===== src/design/doaq_pkg.sv =====
package doaq_pkg;

  localparam int QUEUE_DEPTH = 16;
  localparam int MAX_FIRE    = 16;

  localparam int IDX_W   = $clog2(QUEUE_DEPTH);
  localparam int CNT_W   = $clog2(QUEUE_DEPTH + 1);
  localparam int FIRE_W  = $clog2(MAX_FIRE + 1);
  localparam int TIME_W  = 32;
  localparam int DELAY_W = 16;
  localparam int TAG_W   = 8;
  localparam int KIND_W  = 2;

  localparam logic REQ_TICK   = 1'b0;
  localparam logic REQ_INSERT = 1'b1;

  typedef enum logic [KIND_W-1:0] {
    KIND_ACCEPTED = 2'd0,
    KIND_REJECTED = 2'd1,
    KIND_FIRED    = 2'd2
  } kind_t;

  typedef struct packed {
    logic [TIME_W-1:0]  deadline;
    logic [DELAY_W-1:0] delay;
    logic [TAG_W-1:0]   tag;
  } entry_t;

  // controller to datapath
  typedef struct packed {
    logic accept;
    logic scan_inc;
    logic do_insert;
    logic do_reject;
    logic do_fire;
  } cmd_t;

  // datapath to controller
  typedef struct packed {
    logic req_tick;
    logic full;
    logic scan_stop;
    logic head_due;
    logic out_free;
  } stat_t;

endpackage


===== src/design/doaq_if.sv =====
interface doaq_req_if import doaq_pkg::*; ();
  logic               valid;
  logic               ready;
  logic               req_type;
  logic [DELAY_W-1:0] delay_seconds;
  logic [TAG_W-1:0]   tag;

  modport source (output valid, output req_type, output delay_seconds, output tag,
                  input ready);
  modport sink (input valid, input req_type, input delay_seconds, input tag,
                output ready);
endinterface

interface doaq_rsp_if import doaq_pkg::*; ();
  logic               valid;
  logic               ready;
  logic [KIND_W-1:0]  kind;
  logic [TAG_W-1:0]   out_tag;
  logic [DELAY_W-1:0] out_delay;
  logic [TIME_W-1:0]  out_deadline;
  logic               last;

  modport source (output valid, output kind, output out_tag, output out_delay,
                  output out_deadline, output last, input ready);
  modport sink (input valid, input kind, input out_tag, input out_delay,
                input out_deadline, input last, output ready);
endinterface


===== src/design/deadline_ordered_alarm_queue.sv =====
// insert: scan to the final slot (pos, at most QUEUE_DEPTH - 1), then result; a full store rejects
// tick: n alarms fire (n at most MAX_FIRE), one result per cycle while out_rsp is ready
// the rate is set by the one-entry-per-cycle position scan and the one-pop-per-cycle fire loop
// one request at a time; a pending result does not block acceptance of the next request
// rst_n (synchronous, active low) clears the time counter, occupancy and result valid
// the entry store itself is not cleared; only entries below occupancy are read
module deadline_ordered_alarm_queue import doaq_pkg::*; (
  input  logic       clk,
  input  logic       rst_n,
  doaq_req_if.sink   in_req,
  doaq_rsp_if.source out_rsp
);

  // command and status between sequencer and datapath
  cmd_t  cmd;
  stat_t stat;
  logic  ctrl_in_ready;

  // request side handshake comes from the sequencer only
  assign in_req.ready = ctrl_in_ready;

  // sequencer: idle, position scan, insert, reject, fire loop
  doaq_ctrl u_ctrl (
    .clk      (clk),
    .rst_n    (rst_n),
    .in_valid (in_req.valid),
    .in_ready (ctrl_in_ready),
    .stat     (stat),
    .cmd      (cmd)
  );

  // datapath: time counter, sorted shift store, result register
  doaq_dp u_dp (
    .clk         (clk),
    .rst_n       (rst_n),
    .cmd         (cmd),
    .stat        (stat),
    .in_req_type (in_req.req_type),
    .in_delay    (in_req.delay_seconds),
    .in_tag      (in_req.tag),
    .out_rsp     (out_rsp)
  );

endmodule


===== src/design/doaq_ctrl.sv =====
module doaq_ctrl import doaq_pkg::*; (
  input  logic  clk,
  input  logic  rst_n,
  input  logic  in_valid,
  output logic  in_ready,
  input  stat_t stat,
  output cmd_t  cmd
);

  typedef enum logic [4:0] {
    S_IDLE = 5'b00001,
    S_SCAN = 5'b00010,
    S_INS  = 5'b00100,
    S_REJ  = 5'b01000,
    S_FIRE = 5'b10000
  } state_t;

  state_t state_r, state_nxt;

  always_comb begin
    state_nxt = state_r;
    cmd       = '0;
    in_ready  = 1'b0;
    unique case (state_r)
      S_IDLE: begin
        // no request is taken while reset is held
        in_ready = rst_n;
        if (in_valid && rst_n) begin
          cmd.accept = 1'b1;
          if (stat.req_tick) begin
            state_nxt = S_FIRE;
          end else if (stat.full) begin
            state_nxt = S_REJ;
          end else begin
            state_nxt = S_SCAN;
          end
        end
      end
      S_SCAN: begin
        if (stat.scan_stop) begin
          state_nxt = S_INS;
        end else begin
          cmd.scan_inc = 1'b1;
        end
      end
      S_INS: begin
        if (stat.out_free) begin
          cmd.do_insert = 1'b1;
          state_nxt     = S_IDLE;
        end
      end
      S_REJ: begin
        if (stat.out_free) begin
          cmd.do_reject = 1'b1;
          state_nxt     = S_IDLE;
        end
      end
      S_FIRE: begin
        if (!stat.head_due) begin
          state_nxt = S_IDLE;
        end else if (stat.out_free) begin
          cmd.do_fire = 1'b1;
        end
      end
      default: begin
        state_nxt = S_IDLE;
      end
    endcase
  end

  always_ff @(posedge clk) begin
    if (!rst_n) begin
      state_r <= S_IDLE;
    end else begin
      state_r <= state_nxt;
    end
  end

endmodule


===== src/design/doaq_dp.sv =====
module doaq_dp import doaq_pkg::*; (
  input  logic               clk,
  input  logic               rst_n,
  input  cmd_t               cmd,
  output stat_t              stat,
  input  logic               in_req_type,
  input  logic [DELAY_W-1:0] in_delay,
  input  logic [TAG_W-1:0]   in_tag,
  doaq_rsp_if.source         out_rsp
);

  entry_t             entries_r [QUEUE_DEPTH];
  logic [TIME_W-1:0]  now_r;
  logic [CNT_W-1:0]   occ_r;
  logic [CNT_W-1:0]   ptr_r;
  logic [FIRE_W-1:0]  fire_cnt_r;
  logic [TIME_W-1:0]  dd_r;
  logic [DELAY_W-1:0] req_delay_r;
  logic [TAG_W-1:0]   req_tag_r;

  logic               out_valid_r;
  logic [KIND_W-1:0]  out_kind_r;
  logic [TAG_W-1:0]   out_tag_r;
  logic [DELAY_W-1:0] out_delay_r;
  logic [TIME_W-1:0]  out_deadline_r;
  logic               out_last_r;

  entry_t scan_ent;
  entry_t new_ent;
  logic   next_due;
  logic   emit;

  assign scan_ent = entries_r[ptr_r[IDX_W-1:0]];
  assign new_ent  = '{deadline: dd_r, delay: req_delay_r, tag: req_tag_r};
  assign emit     = cmd.do_insert | cmd.do_reject | cmd.do_fire;

  // ties with the head go in front, otherwise after all equal deadlines
  always_comb begin
    stat.req_tick  = (in_req_type == REQ_TICK);
    stat.full      = (occ_r == CNT_W'(QUEUE_DEPTH));
    stat.out_free  = !out_valid_r || out_rsp.ready;
    stat.head_due  = (occ_r != '0) && (entries_r[0].deadline <= now_r) &&
                     (fire_cnt_r < FIRE_W'(MAX_FIRE));
    if (ptr_r == occ_r) begin
      stat.scan_stop = 1'b1;
    end else if (ptr_r == '0) begin
      stat.scan_stop = (dd_r <= scan_ent.deadline);
    end else begin
      stat.scan_stop = (scan_ent.deadline > dd_r);
    end
  end

  assign next_due = (occ_r > CNT_W'(1)) && (entries_r[1].deadline <= now_r) &&
                    ((fire_cnt_r + FIRE_W'(1)) < FIRE_W'(MAX_FIRE));

  // sorted store as a shift line: each cell takes from its lower neighbor on insert, its upper one on fire
  for (genvar i = 0; i < QUEUE_DEPTH; i++) begin : g_cell
    always_ff @(posedge clk) begin
      if (cmd.do_insert) begin
        if (CNT_W'(i) == ptr_r) begin
          entries_r[i] <= new_ent;
        end else if (CNT_W'(i) > ptr_r) begin
          if (i > 0) begin
            entries_r[i] <= entries_r[(i > 0) ? i - 1 : 0];
          end
        end
      end else if (cmd.do_fire) begin
        if (i < QUEUE_DEPTH - 1) begin
          entries_r[i] <= entries_r[(i < QUEUE_DEPTH - 1) ? i + 1 : i];
        end
      end
    end
  end

  always_ff @(posedge clk) begin
    if (cmd.accept) begin
      dd_r        <= now_r + TIME_W'(in_delay);
      req_delay_r <= in_delay;
      req_tag_r   <= in_tag;
    end
  end

  always_ff @(posedge clk) begin
    if (!rst_n) begin
      now_r      <= '0;
      occ_r      <= '0;
      ptr_r      <= '0;
      fire_cnt_r <= '0;
    end else begin
      if (cmd.accept) begin
        ptr_r      <= '0;
        fire_cnt_r <= '0;
        if (in_req_type == REQ_TICK) begin
          now_r <= now_r + TIME_W'(1);
        end
      end
      if (cmd.scan_inc) begin
        ptr_r <= ptr_r + CNT_W'(1);
      end
      if (cmd.do_insert) begin
        occ_r <= occ_r + CNT_W'(1);
      end else if (cmd.do_fire) begin
        occ_r      <= occ_r - CNT_W'(1);
        fire_cnt_r <= fire_cnt_r + FIRE_W'(1);
      end
    end
  end

  // result register
  always_ff @(posedge clk) begin
    if (!rst_n) begin
      out_valid_r <= 1'b0;
    end else if (emit) begin
      out_valid_r <= 1'b1;
    end else if (out_rsp.ready) begin
      out_valid_r <= 1'b0;
    end
  end

  always_ff @(posedge clk) begin
    if (cmd.do_fire) begin
      out_kind_r     <= KIND_FIRED;
      out_tag_r      <= entries_r[0].tag;
      out_delay_r    <= entries_r[0].delay;
      out_deadline_r <= entries_r[0].deadline;
      out_last_r     <= !next_due;
    end else if (cmd.do_insert || cmd.do_reject) begin
      out_kind_r     <= cmd.do_insert ? KIND_ACCEPTED : KIND_REJECTED;
      out_tag_r      <= req_tag_r;
      out_delay_r    <= req_delay_r;
      out_deadline_r <= dd_r;
      out_last_r     <= 1'b1;
    end
  end

  assign out_rsp.valid        = out_valid_r;
  assign out_rsp.kind         = out_kind_r;
  assign out_rsp.out_tag      = out_tag_r;
  assign out_rsp.out_delay    = out_delay_r;
  assign out_rsp.out_deadline = out_deadline_r;
  assign out_rsp.last         = out_last_r;

  a_occ_bound: assert property (@(posedge clk) disable iff (!rst_n)
    occ_r <= CNT_W'(QUEUE_DEPTH))
    else $error("occupancy above depth");

  a_emit_free: assert property (@(posedge clk) disable iff (!rst_n)
    emit |-> (!out_valid_r || out_rsp.ready))
    else $error("result written over a pending one");

  a_fire_pop: assert property (@(posedge clk) disable iff (!rst_n)
    cmd.do_fire |=> occ_r == $past(occ_r) - CNT_W'(1))
    else $error("fire did not remove head");

  a_insert_room: assert property (@(posedge clk) disable iff (!rst_n)
    cmd.do_insert |-> occ_r < CNT_W'(QUEUE_DEPTH))
    else $error("insert into full store");

endmodule


===== src/flat_wrapper.sv =====
// flat-port wrapper written by rule: the top's interface ports become plain ports
module deadline_ordered_alarm_queue_flat import doaq_pkg::*;
  (clk, rst_n, in_req_valid, in_req_req_type, in_req_delay_seconds, in_req_tag, in_req_ready, out_rsp_valid, out_rsp_kind, out_rsp_out_tag, out_rsp_out_delay, out_rsp_out_deadline, out_rsp_last, out_rsp_ready);
  doaq_req_if in_req_i ();
  doaq_rsp_if out_rsp_i ();
  input  logic clk;
  input  logic rst_n;
  input wire logic [$bits(in_req_i.valid)-1:0] in_req_valid;
  input wire logic [$bits(in_req_i.req_type)-1:0] in_req_req_type;
  input wire logic [$bits(in_req_i.delay_seconds)-1:0] in_req_delay_seconds;
  input wire logic [$bits(in_req_i.tag)-1:0] in_req_tag;
  output wire logic [$bits(in_req_i.ready)-1:0] in_req_ready;
  output wire logic [$bits(out_rsp_i.valid)-1:0] out_rsp_valid;
  output wire logic [$bits(out_rsp_i.kind)-1:0] out_rsp_kind;
  output wire logic [$bits(out_rsp_i.out_tag)-1:0] out_rsp_out_tag;
  output wire logic [$bits(out_rsp_i.out_delay)-1:0] out_rsp_out_delay;
  output wire logic [$bits(out_rsp_i.out_deadline)-1:0] out_rsp_out_deadline;
  output wire logic [$bits(out_rsp_i.last)-1:0] out_rsp_last;
  input wire logic [$bits(out_rsp_i.ready)-1:0] out_rsp_ready;
  assign in_req_i.valid = in_req_valid;
  assign in_req_i.req_type = in_req_req_type;
  assign in_req_i.delay_seconds = in_req_delay_seconds;
  assign in_req_i.tag = in_req_tag;
  assign in_req_ready = in_req_i.ready;
  assign out_rsp_valid = out_rsp_i.valid;
  assign out_rsp_kind = out_rsp_i.kind;
  assign out_rsp_out_tag = out_rsp_i.out_tag;
  assign out_rsp_out_delay = out_rsp_i.out_delay;
  assign out_rsp_out_deadline = out_rsp_i.out_deadline;
  assign out_rsp_last = out_rsp_i.last;
  assign out_rsp_i.ready = out_rsp_ready;
  deadline_ordered_alarm_queue u_core (.clk(clk), .rst_n(rst_n), .in_req(in_req_i), .out_rsp(out_rsp_i));
endmodule

===== config.mk =====
export PLATFORM = sky130hd
export DESIGN_NAME = deadline_ordered_alarm_queue_flat
export DESIGN_NICKNAME = d
export VERILOG_FILES = /design/src/design/doaq_pkg.sv /design/src/design/doaq_if.sv /design/src/design/deadline_ordered_alarm_queue.sv /design/src/design/doaq_ctrl.sv /design/src/design/doaq_dp.sv /design/src/flat_wrapper.sv
export SDC_FILE = /design/constraint.sdc
export NUM_CORES = 2
export LEC_CHECK = 0
export BUFFER_PORTS_ARGS = -buffer_cell sky130_fd_sc_hd__buf_4
export CORE_ASPECT_RATIO = 1.2
export CORE_MARGIN = 5
export CORE_UTILIZATION = 45
export CTS_BUF_LIST = sky130_fd_sc_hd__clkbuf_8
export CTS_CLUSTER_DIAMETER = 120
export DETAILED_ROUTE_END_ITERATION = 10
export HOLD_SLACK_MARGIN = 0.06
export PLACE_DENSITY = 0.6
export SYNTH_ARGS = -nofsm -noshare
export SYNTH_HDL_FRONTEND = slang
export SYNTH_SLANG_ARGS = --single-unit

===== constraint.sdc =====
create_clock -name clk -period 15.4 [get_ports clk]
set_clock_uncertainty 0.2 [all_clocks]
set_input_delay 2.31 -clock clk [delete_from_list [all_inputs] [get_ports clk]]
set_output_delay 2.31 -clock clk [all_outputs]
set_load 0.05 [all_outputs]

=== Word-level counts from Yosys, hierarchy flattened ===
Memories as Yosys holds them, arrays and structs flattened. A register that Yosys moved wholly into a read port is not among the register bits.
Cells that the tools add are included.
Widths: inputs -> output; s select.

* Register bits: 168
* Bits in writable memories: 896
* Input port bits: 29
* Output and inout bits: 61
* Word-level logic and storage cells: 300
* Memories kept: 1

{| class="wikitable"
|+ Memories
! memory !! depth !! bits a word !! rd ports !! clocked after Yosys merged registers in !! write ports !! RTL line !! text
|-
| u_core.u_dp.entries_r || 16 || 56 || 17 || 1 || 16 || doaq_dp.sv:12 || <nowiki>entry_t entries_r [QUEUE_DEPTH];</nowiki>
|}

* $add $sub $neg: 6
* Magnitude comparators: 22
* Eq/ne operators: 26
* Multiplexer cells: 180
* Bitwise operators: 33
* Reductions and logical operators: 18

{| class="wikitable"
|+ Operators with widths
! operator !! count
|-
| $mux 56 || 30
|-
| $mux 1 || 128
|-
| $le 32x32->1 || 3
|-
| $mux 32 || 2
|-
| $mux 5 || 12
|-
| $eq 4x5->1 const A || 8
|-
| $gt 4x5->1 const A || 8
|-
| $add 32x1->32 const B || 1
|-
| $add 32x16->32 || 1
|-
| $gt 32x32->1 || 1
|-
| $mux 16 || 2
|-
| $or 1x1->1 || 32
|-
| $eq 3x5->1 const A || 4
|-
| $gt 3x5->1 const A || 4
|-
| $pmux 5 s4 || 1
|-
| $mux 8 || 2
|-
| $add 5x1->5 const B || 3
|-
| $mux 4 || 3
|-
| $eq 2x5->1 const A || 2
|-
| $eq 5x5->1 const B || 2
|-
| $gt 2x5->1 const A || 2
|-
| $lt 5x5->1 const B || 2
|-
| $reduce_bool 2->1 || 4
|-
| $eq 1x5->1 const A || 1
|-
| other kinds (19) || 27
|}

=== Longest topological paths before layout ===
An unclocked memory read counts as a cell.

* Depth after elaboration: 10
* Depth in mapped cells: 16
* Mapped depth without buffers: 11

=== By module ===
A second synthesis with hierarchy kept.

* Cells, all modules: 5077
* Area, all modules: 59056.6 um^2

{| class="wikitable"
|+ Modules (own cells, without submodules)
! module !! instances !! cells an instance !! area an instance (um^2) !! sequential area each (um^2)
|-
| doaq_dp || 1 || 5036 || 58691.3 || 31380.1
|-
| doaq_ctrl || 1 || 41 || 365.4 || 100.1
|}

=== Worst setup path after synthesis ===
Ideal clock, no wire load.

* Path kind: input to register
* From: input port out_rsp_ready
* To: memory u_core.u_dp.entries_r[0][0] in the netlist's numbering, enable pin
* Library setup time: 547 ps
* Data arrival time: 7016 ps
* Data required time: 14653 ps
* Slack: 7637 ps
* Stages on the path: 5
* Path buffers: 1
* Cell sequence: nand2b_1 and3_1 clkbuf_1 nand3_1 o21ai_0

{| class="wikitable"
|+ RTL lines
! what !! RTL line !! text
|-
| start, declared || flat_wrapper.sv:19 || <nowiki>input wire logic [$bits(out_rsp_i.ready)-1:0] out_rsp_ready;</nowiki>
|-
| end, declared || doaq_dp.sv:12 ||
|}

==> results.json <==
{
  "fillers": 11700,
  "wl_um": 169000,
  "dpl.hpwl_um": 98800,
  "grt_pass1_vias": 39600,
  "dr.pass1.iters": 5,
  "drtIter0Drc": 4162,
  "status": "finished, final reports clean",
  "die_h_um": 405,
  "tightestPinTransition_ns": 1.21,
  "vias_per_cell": 5.94,
  "ys_ff_latch": 1068,
  "drive_gt1_frac": 0.125,
  "ff2ff_path_depth": 11,
  "cts_resized": 0,
  "critPathKind": "flip-flop to flip-flop",
  "layout_common_cells": "1122 x nand2_1, 1009 x edfxtp_1, 793 x o21ai_0, 792 x mux2i_1, 191 x clkbuf_8",
  "timing.fmax_mhz": 147,
  "ant_nets": 0,
  "p_leak_uw": 0.0233,
  "synth_area_leaders": "edfxtp_1 52%, mux2i_1 14%, nand2_1 7.3%, o21ai_0 6.8%, mux4_2 6.2%",
  "post_cts_buffers": 0,
  "die_area_um2": 137000,
  "min_to": "u_core.u_dp.out_rsp.kind[1]$_SDFFE_PN1P_",
  "min_from": "u_core.u_dp.out_rsp.kind[1]$_SDFFE_PN1P_",
  "grt_pass1_wl_um": 252000,
  "num-nets-final": 5178,
  "htree_num_levels": 4,
  "setup_viol": 0,
  "final_util": 0.495,
  "ctsHoldBuffers": 0,
  "antenna_found_initial": 4,
  "cts-buffers-inserted": 182,
  "rsz0062_at_grt": "false",
  "layout_commonest_cell": "nand2_1",
  "fin_setup_tns_ns": 0,
  "maxSlewHeadroom": 0.186,
  "syn_avg_cell_area_um2": 11.4,
  "portBuffers": 89,
  "syn_area_um2": 58400,
  "cts_sinks": 1068,
  "seqCellArea_um2": 31500,
  "yosys.area.top_type": "edfxtp_1",
  "crit_arrival_ns": 7.23,
  "end_kind": "flip-flop",
  "worst_skew_pair.late_latency_ns": 0.94,
  "ioPinCount": 90,
  "period_share": 0.442,
  "row_count": 144,
  "drc": 0,
  "r2r_end": "u_core.u_dp.entries_r[5][12]$_DFFE_PP_",
  "synth-edff-count": 1009,
  "vdd_ir_drop_max_mv": 0.0768,
  "syn_inst": 5111,
  "cts_root_buf": "clkbuf_8",
  "max_cap_viol_count": 0,
  "ctsLongestPathBuffers": 3,
  "initial_core_util": 0.454,
  "track_usage": 0.240,
  "dieWidth_um": 339,
  "multiInputGateArea_um2": 25100,
  "r2r-start": "u_core.u_dp.now_r[27]$_SDFFE_PN0P_",
  "hold_class": "flip-flop to flip-flop",
  "ys_warn_count": 0,
  "r2r_setup_slack_ns": 8.59,
  "flow.area_growth_from_synthesis_pct": 9.03,
  "cp_max_fo": 270,
  "core_um2": 129000,
  "synth_top_area_frac": 0.519,
  "maxSlewViolCount": 0,
  "synth_seq_area_share": 0.539,
  "via_count": 40700,
  "gp_congestion": 0.872,
  "synth_ff_type": "edfxtp_1",
  "power_density_nw_per_um2": 113,
  "cp_data_required_time_ns": 15.82,
  "overflow": 0,
  "holdPathStages": 2,
  "async_flop_share": 0,
  "cts_tree": "done",
  "syn_nets": 5261,
  "clk_transition_reported_paths_ns": 0.06,
  "wire_per_inst_um": 24.6,
  "finalCriticalPeriod_ns": 6.81,
  "cp-start-kind": "flip-flop",
  "hold_violations": 0,
  "ys_types": 67,
  "grt_max_degree": 271
}
[state kept, by name (all words and copies together) (netlist names), 8 cells and up, named ones only]
name / count
u_core.u_dp.entries_r: 896
u_core.u_dp.dd_r: 32
u_core.u_dp.now_r: 32
u_core.u_dp.out_rsp.out_deadline: 32
u_core.u_dp.out_rsp.out_delay: 16
u_core.u_dp.req_delay_r: 16
u_core.u_dp.out_rsp.out_tag: 8
u_core.u_dp.req_tag_r: 8
[worst max path at each step]
stage	end	slack [ns]	startpoint	cells after the start
floorplan	u_core.u_dp.entries_r[0][0]$_DFFE_PP_	7.64	out_rsp_ready	5
global placement	u_core.u_dp.entries_r[14][26]$_DFFE_PP_	8.81	out_rsp_ready	8
detailed placement	u_core.u_dp.entries_r[4][5]$_DFFE_PP_	8.71	out_rsp_ready	8
CTS	u_core.u_dp.entries_r[4][5]$_DFFE_PP_	9.04	u_core.u_dp.now_r[27]$_SDFFE_PN0P_	11
global route	u_core.u_dp.entries_r[3][13]$_DFFE_PP_	8.32	u_core.u_dp.now_r[27]$_SDFFE_PN0P_	11
finish	u_core.u_dp.entries_r[5][12]$_DFFE_PP_	8.59	u_core.u_dp.now_r[27]$_SDFFE_PN0P_	11
[per-stage QoR]
stage	std cells	power (µW)	setup slack, ns	hold WS (ns)	cell area (µm²)
after global placement	6523	4750	8.81	0.237	60300
final	6862	7200	8.59	0.245	63700
after detailed placement	6523	4770	8.71	0.241	60300
after floorplan	5111	4370	7.64	0.262	58400
after CTS	6859	7260	9.04	0.250	63700
after global routing	6860	7490	8.32	0.265	63700
[cell families after synthesis]
logic type / count (synthesis) / synth area share
buffers and inverters: 513 / 0.0360
flip-flops: 1068 / 0.539
AND/OR/NAND/NOR: 1383 / 0.0957
multiplexers: 1010 / 0.209
adder cells (fa/ha/maj): 121 / 0.0260
AO/OA/AOI/OAI: 957 / 0.0862
XOR/XNOR: 59 / 0.00884
[critical path: stages, from the launching register on]
cell and delay (ns):
dfxtp_1 0.47, inv_1 0.15, ha_1 0.36, nand4_1 0.21, nor4_2 0.70, nand3_1 0.39
o31ai_1 0.31, and3_4 0.82, buf_4 0.73, buf_12 0.71, buf_12 0.56, o21ai_0 0.22
[power breakdown]
group	switching (µW)	leakage [µW]	total, µW	internal (µW)
sequential	180	0.00962	3680	3500
clock	1260	0.00199	2480	1230
combinational	665	0.0117	1040	377
[cells in the mapped netlist, drive strengths merged (4+ instances only)]
cell	number
o211ai	8
inv	80
mux2	58
ha	120
a211oi	8
dfxtp	59
mux4	160
xor2	7
mux2i	792
a21o	18
nand2	1135
a31oi	7
edfxtp	1009
and2	10
o31ai	7
buf	167
nand3	51
o21a	4
or4	5
a21oi	55
nand4	39
nor4	10
o21ai	818
nor2b	8
and3	7
or3	7
nor2	68
nor3	22
nand2b	11
clkbuf	264
xnor2	52
[per-layer routing]
layer / routed length (µm) / vias up / part of all wire / GRT usage
met4: 5080 / 4 / 0.030 / 0.0785
met2: 78300 / 1421 / 0.46 / 0.382
met1: 73700 / 20400 / 0.44 / 0.331
met3: 12000 / 324 / 0.071 / 0.0521
met5: 80 / - / 0.00047 / 0.00382
li1: - / 18600 / - / -
[layout make-up]
cell class                      instances  share of cell area
Antenna cell                            3            0.000118
Timing Repair Buffer                  164              0.0199
Sequential cell                      1068               0.494
Inverter                               82             0.00485
Clock inverter                        145              0.0123
Multi-Input combinational cell       3530               0.394
Tap cell                             1679              0.0330
Clock buffer                          191              0.0413
(Power assumes the default switching activity.)
